## src/hw/rtl/fmq_pkg.sv

```systemverilog
// Shared types and constants for the FM chip port write queue.
package fmq_pkg;

    typedef enum logic [1:0] {
        OP_PORT_WRITE = 2'd0,
        OP_PORT_READ  = 2'd1,
        OP_POP        = 2'd2
    } op_t;

    localparam logic [15:0] PORT_ADDR0 = 16'h0388;
    localparam logic [15:0] PORT_DATA0 = 16'h0389;
    localparam logic [15:0] PORT_ADDR1 = 16'h038A;
    localparam logic [15:0] PORT_DATA1 = 16'h038B;

    localparam logic [8:0] TIMER_REG      = 9'h004;
    localparam logic [7:0] TIMER_RESET    = 8'h80;
    localparam logic [7:0] TIMER1_START   = 8'h01;
    localparam logic [7:0] TIMER2_START   = 8'h02;
    localparam logic [7:0] TIMER1_STATUS  = 8'hC0;
    localparam logic [7:0] TIMER2_STATUS  = 8'hA0;
    localparam logic [8:0] BANK1_OFFSET   = 9'h100;
    localparam logic [7:0] IDLE_BUS_BYTE  = 8'hFF;

    localparam int ENTRY_W = 17;

    // Per-word result that travels from the port controller to the output stage.
    typedef struct packed {
        logic [7:0] read_byte;
        logic       pop_hit;
        logic       write_dropped;
    } stage_res_t;

endpackage

```

## src/hw/rtl/fmq_port_ctrl.sv

```systemverilog
// Port decode, address latches, timer status and ring pointers.
module fmq_port_ctrl #(
    parameter int QUEUE_DEPTH = 8192,
    parameter int AW          = 13
) (
    input  logic                        clk,
    input  logic                        rst_n,
    input  logic                        accept,
    input  logic [1:0]                  operation,
    input  logic [15:0]                 port,
    input  logic [7:0]                  write_byte,
    output logic                        ram_we,
    output logic [AW-1:0]               ram_waddr,
    output logic [fmq_pkg::ENTRY_W-1:0] ram_wdata,
    output logic                        ram_re,
    output logic [AW-1:0]               ram_raddr,
    output fmq_pkg::stage_res_t         res
);
    import fmq_pkg::*;

    logic [7:0]    bank0_reg, bank0_next;
    logic [7:0]    bank1_reg, bank1_next;
    logic [7:0]    status_reg, status_next;
    logic [AW-1:0] head_reg, head_next;
    logic [AW-1:0] tail_reg, tail_next;

    logic [AW-1:0] head_inc;
    logic [AW-1:0] tail_inc;
    logic          ring_full;
    logic          ring_empty;
    logic          data_write;
    logic [8:0]    reg_num;
    op_t           op;

    assign op       = op_t'(operation);
    assign head_inc = (head_reg == AW'(QUEUE_DEPTH - 1)) ? '0 : head_reg + 1'b1;
    assign tail_inc = (tail_reg == AW'(QUEUE_DEPTH - 1)) ? '0 : tail_reg + 1'b1;
    assign ring_full  = (head_inc == tail_reg);
    assign ring_empty = (head_reg == tail_reg);

    always_comb
    begin
        bank0_next  = bank0_reg;
        bank1_next  = bank1_reg;
        status_next = status_reg;
        head_next   = head_reg;
        tail_next   = tail_reg;
        data_write  = 1'b0;
        reg_num     = {1'b0, bank0_reg};
        ram_we      = 1'b0;
        ram_re      = 1'b0;
        res         = '0;

        if (port == PORT_DATA1)
        begin
            reg_num = BANK1_OFFSET | {1'b0, bank1_reg};
        end

        if (accept)
        begin
            unique case (op)
                OP_PORT_WRITE:
                begin
                    if (port == PORT_ADDR0)
                    begin
                        bank0_next = write_byte;
                    end
                    else if (port == PORT_ADDR1)
                    begin
                        bank1_next = write_byte;
                    end
                    else if (port == PORT_DATA0 || port == PORT_DATA1)
                    begin
                        data_write = 1'b1;
                    end
                end
                OP_PORT_READ:
                begin
                    res.read_byte = (port == PORT_ADDR0) ? status_reg : IDLE_BUS_BYTE;
                end
                OP_POP:
                begin
                    if (!ring_empty)
                    begin
                        ram_re      = 1'b1;
                        res.pop_hit = 1'b1;
                        tail_next   = tail_inc;
                    end
                end
                default:
                begin
                end
            endcase
        end

        if (data_write)
        begin
            // Timer status updates even when the push is dropped.
            if (reg_num == TIMER_REG)
            begin
                if ((write_byte & TIMER_RESET) != 8'h00)
                begin
                    status_next = 8'h00;
                end
                else
                begin
                    status_next = (((write_byte & TIMER1_START) != 8'h00) ? TIMER1_STATUS : 8'h00)
                                | (((write_byte & TIMER2_START) != 8'h00) ? TIMER2_STATUS : 8'h00);
                end
            end
            if (ring_full)
            begin
                res.write_dropped = 1'b1;
            end
            else
            begin
                ram_we    = 1'b1;
                head_next = head_inc;
            end
        end
    end

    assign ram_waddr = head_reg;
    assign ram_wdata = {reg_num, write_byte};
    assign ram_raddr = tail_reg;

    always_ff @(posedge clk or negedge rst_n)
    begin
        if (!rst_n)
        begin
            bank0_reg  <= '0;
            bank1_reg  <= '0;
            status_reg <= '0;
            head_reg   <= '0;
            tail_reg   <= '0;
        end
        else
        begin
            bank0_reg  <= bank0_next;
            bank1_reg  <= bank1_next;
            status_reg <= status_next;
            head_reg   <= head_next;
            tail_reg   <= tail_next;
        end
    end

    a_no_push_pop_same_cycle: assert property (@(posedge clk) disable iff (!rst_n)
        !(ram_we && ram_re))
        else $error("ring push and pop in the same cycle");

    a_pop_only_nonempty: assert property (@(posedge clk) disable iff (!rst_n)
        ram_re |-> (head_reg != tail_reg))
        else $error("ring read issued on an empty ring");

    a_push_leaves_nonempty: assert property (@(posedge clk) disable iff (!rst_n)
        (ram_we && rst_n) |=> (head_reg != tail_reg))
        else $error("ring empty right after a push");

endmodule

```

## config.mk

```make
export PLATFORM = sky130hd
export DESIGN_NAME = fmq_port_ctrl
export DESIGN_NICKNAME = d
export VERILOG_FILES = /design/src/hw/rtl/fmq_pkg.sv /design/src/hw/rtl/fmq_port_ctrl.sv
export SDC_FILE = /design/constraint.sdc
export NUM_CORES = 1
export LEC_CHECK = 0
export ABC_CLOCK_PERIOD_IN_PS = 2660
export BUFFER_PORTS_ARGS = -buffer_cell sky130_fd_sc_hd__buf_4
export CAP_MARGIN = 5
export CORE_ASPECT_RATIO = 1.25
export CORE_UTILIZATION = 48
export DETAILED_ROUTE_END_ITERATION = 12
export HOLD_SLACK_MARGIN = 0.02
export PLACE_DENSITY = 0.77
export SLEW_MARGIN = 10
export SYNTH_ARGS = -nofsm -noshare
export SYNTH_HDL_FRONTEND = slang
export SYNTH_SLANG_ARGS = --single-unit
```

## constraint.sdc

```tcl
create_clock -name clk -period 2.66 [get_ports clk]
set_input_delay 0.266 -clock clk [delete_from_list [all_inputs] [get_ports clk]]
set_output_delay 0.266 -clock clk [all_outputs]
set_load 0.01 [all_outputs]
```

Yosys cells after proc, flatten, opt, wreduce, memory -nomap -nowiden:

Index checks and enable logic that the tools add are counted.

* output and inout bits: 55
* word-level logic and storage cells: 50
* flip-flop bits (word level): 50
* input port bits: 29

* bitwise gates (word level): 4
* equality and inequality tests: 11
* muxes and demuxes: 21
* $add $sub $neg: 2
* reduce and logical (&&, ||, !) cells: 7

Operator list (count)
* $eq A16 B10 Y1 const B: 4
* $mux W8: 5
* $add A13 B1 Y13 const B: 2
* $eq A13 B13 Y1: 2
* $eq A13 B13 Y1 const B: 2
* $mux W13: 2
* $mux W9: 2
* $mux W1: 12
* $eq A9 B3 Y1 const B: 1
* $or A8 B8 Y8: 1
* $reduce_and A3 Y1: 2
* $reduce_and A2 Y1: 2
* $reduce_and A4 Y1: 1
* $not A1 Y1: 3
* $eq A2 B1 Y1 const B: 1
* $eq A2 B2 Y1 const B: 1
* $logic_not A2 Y1: 1
* $logic_or A1 B1 Y1: 1

Logic depth before layout (Yosys ltp):

* depth in word-level cells: 8
* gate-level depth with buffers: 12
* mapped depth without buffers: 9

Worst setup path after synthesis:

No wires, ideal clock.

* kind: register to register
* start point: register head_reg[1], in the netlist ram_waddr[1]
* end point: register head_reg[2], in the netlist ram_waddr[2]
* library setup time: 123 ps
* setup slack: -107 ps
* stages on the path, launching flop included: 12
* data arrival time: 2644 ps
* path buffers: 2
* data required time: 2537 ps
* clock period less this slack: 2767 ps
* cells stage by stage: dfrtp_1 ha_1 nand3_2 buf_4 nor4_4 buf_4 nor3_1 nor4_2 nand4_4 or3_1 and3_1 xor2_1

* longest elaborated chain between the ends: 5
* elaborated cells on any way between the ends: 6
* those cells by class: 1 x add/sub; 2 x eq/ne; 1 x mux; 1 x bitwise; 1 x reduce/logical

RTL lines
* from (decl): RTL line fmq_port_ctrl.sv:24 `logic [AW-1:0] head_reg, head_next;`
* from (signal assigned): RTL line fmq_port_ctrl.sv:142 `head_reg <= head_next;`
* $add A13 B1 Y13 / $eq A13 B13 Y1 (equally long branches): RTL line fmq_port_ctrl.sv:36 `assign head_inc = (head_reg == AW'(QUEUE_DEPTH - 1)) ? '0 : head_reg + 1'b1;`
* $mux W13 *: RTL line fmq_port_ctrl.sv:36
* $eq A13 B13 Y1: RTL line fmq_port_ctrl.sv:38 `assign ring_full = (head_inc == tail_reg);`
* $not A1 Y1 (no line)
* $reduce_and A2 Y1 (no line)

Every way passes the cells marked *; elsewhere a longest branch is shown, timed or not.
A chain may end at the register's enable or synchronous reset.

==> out/qor.csv <==
metric,value,unit
setup.worst_path.class,register to output pin,
area_growth,40.4,%
grt_pass1_wl,13800,um
maxCapViolations,0,
first_pass_iters,5,
layout-drive-gt1-share,48.0,%
violations,setup timing,
final_nets,465,
cts_buffers,5,
critPathMaxFanout,4,
synth_fp_nets,355,
track_usage,26.5,%
max-slew-margin-rel,61.4,%
setup_violations,13,
finalWorstSetupSlack,-308,ps
cp_slowest_stage_delay,420,ps
post_drt_wl_per_cell,16.8,um
synth_top_area_share,36.5,%
grt_pass1_vias,2847,
yosysUniqueCellTypes,54,
grt_max_degree,46,
hold_path.class,input pin to register,
tritoncts,yes,
power_density,361,nW/um^2
syn-cell-area,3090,um^2
finalHoldViolCount,0,
slew_viol_final,0,
yosysWarnings,0,
max_freq,0.337,GHz
cts.sinks,45,
yosysTopAreaCell,dfrtp_1,
drc_errors,0,
post-route-min-period,2970,ps
cts_root_buf,clkbuf_8,
ir_drop,0.336,mV
die_x,73.7,um
met2RoutedLength,4520,um
clockBufferDepth,2,
finClkSkew,8.30,ps
synth.avg_cell_area,9.53,um^2
min_period_over_period,112,%
coreArea,6210,um^2
met3_length,492,um
gp_congestion,0.903,
netlist_top_cells_area,"dfrtp_1 (36%), mux2_2 (8.8%), xor2_1 (5.4%)",
rsz0062_at_grt,true,
worstMarginPinSlew,579,ps
ys_seq_area_share,36.5,%
die_area,6760,um^2
ant_nets,0,
cp-start-kind,register,
synth-seq-cells,45,
finalWirelength,8750,um
top_layer,met4,
endpoint_kind,output pin,
synth_flop_cell,dfrtp_1,
synth_cells,324,
critPathArrivalTime,2700,ps
slowest_stage,dfrtp_1,
num-fill-cells,472,
hpwlAfterDp,6070,um
ys_top_cells_by_count,"dfrtp_1 (45), mux2_2 (24), nor2_1 (22)",
antenna_found_initial,0,
synth_edf_count,0,
synth_most_common_cell,dfrtp_1,
io_buffer_count,83,
async_flop_share,100,%
rows,32,
start_util,49.7,%
vias,2925,
worstPathCellList,buf_6 -> buf_6 -> nand4_4 -> or3_4 -> and2_4 -> o32a_1 -> o32a_1 -> or3_4 -> nor2_2 -> buf_4,
htree_levels,2,
cellLeakagePower,2.11,nW
critPathBufInv,3,
required,2390,ps
clkTransAtPathRegs,90,ps
dieHeight,91.7,um
status,"finished, violations left",
m1WireLength,3440,um
ioPinCount,84,
first_iter_violations,211,
antenna_cells,0,
clk_latency,300,ps
fin_tns_setup,-3240,ps
critical-path-top-delay-family,simple AND/OR/NAND/NOR gates,
fin_util,69.8,%
grt_overflow,0,
routed_via_density,5.63,
==> stage by stage <==
stage                     setup WS, ps  cells  hold WS, ps  power, mW  cell area (um^2)
after floorplan                  -3.21    324        -29.6      0.934              3090
after global placement            3.62    491          305       1.10              3870
after detailed placement         -49.2    491          309       1.11              3870
after CTS                         -239    516          196       1.57              4220
after global routing              -397    520          185       1.63              4330
final                             -308    520          204       1.56              4330
==> power by group <==
| part | switching [mW] | internal, mW | total, mW | leakage, nW |
|---|---|---|---|---|
| sequential | 0.0341 | 0.711 | 0.745 | 0.598 |
| clock | 0.243 | 0.211 | 0.454 | 0.0512 |
| combinational | 0.186 | 0.177 | 0.364 | 1.46 |
==> worst reg2reg max path, cell delays in order (launching register included) <==
cell and delay, ps:
dfrtp_1 420, buf_6 120, buf_6 100, nand4_4 100
buf_4 180, nor2_1 230, xnor2_1 140, o311ai_2 350
nand4_4 150, buf_6 160, buf_6 110, o31ai_4 370
buf_6 180, buf_16 120, buf_6 80, a21o_1 90
==> placed cells by master, fill, tap and decap left out, types with 3 or more instances in the layout <==
master and n:
dfrtp_1 41, mux2_2 24, nor4_1 3, clkbuf_8 6, nor3_2 4, nand4_1 9
buf_4 122, nand3_1 10, a21oi_1 8, nor3_1 8, dfrtp_2 4, nor4_2 3
a21o_1 4, o21ai_2 4, xor2_1 19, and3_1 4, xnor2_1 18, o21ai_0 10
inv_1 11, and2_1 3, nand2b_1 6, o31ai_1 4, buf_6 13, nand3_4 3
nand2_1 18, nor2_1 20
==> cells by family (layout without fill, tap and decap cells) <==
group / count (synthesis) / after routing / share of synthesized area [%]
and+or+nand+nor: 121 / 121 / 23.5
AOI/OAI and AO/OA: 48 / 48 / 11.3
buffers and inverters: 47 / 158 / 8.63
DFF: 45 / 45 / 36.5
xor gates and xnor gates: 37 / 37 / 10.5
muxes: 24 / 24 / 8.76
adders and majority gates: 2 / 2 / 0.811
==> final cells by class <==
type / count / area (um^2) / share of cell area, %
clock inverter: 2 / 13.8 / 0.318
sequential: 45 / 1130 / 26.1
tap: 85 / 106 / 2.45
timing repair buffer: 138 / 1120 / 25.8
multi-input combinational: 232 / 1830 / 42.3
inverter: 12 / 47.5 / 1.10
clock buffer: 6 / 82.6 / 1.91
==> metal layers <==
metal | track usage [%] | up-vias
met1 | 30.4 | 1431
met4 | 12.5 | 0
met3 | 4.84 | 21
met2 | 46.5 | 121
li1 | - | 1352
met5 | 0 | -
==> what timing repair did <==
action                     in CTS  in global routing
gates cloned                    1                  0
pin swaps                      14                  8
gates resized for setup        24                 25
setup endpoints to repair       7                 25
hold endpoints to repair       45                  0
buffers inserted               15                  5
hold buffers                    1                  0
==> path summary, 6_finish.rpt <==
| kind | cells past startpoint | slack, ps | endpoint | startpoint |
|---|---|---|---|---|
| setup / recovery | 10 | -310 | res[0] | ram_waddr[0] |
| hold / removal | 2 | 200 | status_reg[7] | write_byte[7] |
| setup reg to reg | 15 | -300 | ram_waddr[5] | ram_waddr[0] |
| hold reg to reg | 2 | 490 | status_reg[6] | status_reg[6] |
| max in group asynchronous | 2 | 1730 | ram_waddr[2] | rst_n |
| min in group asynchronous | 2 | 510 | ram_waddr[4] | rst_n |
Power figures use the tool's default switching activity.
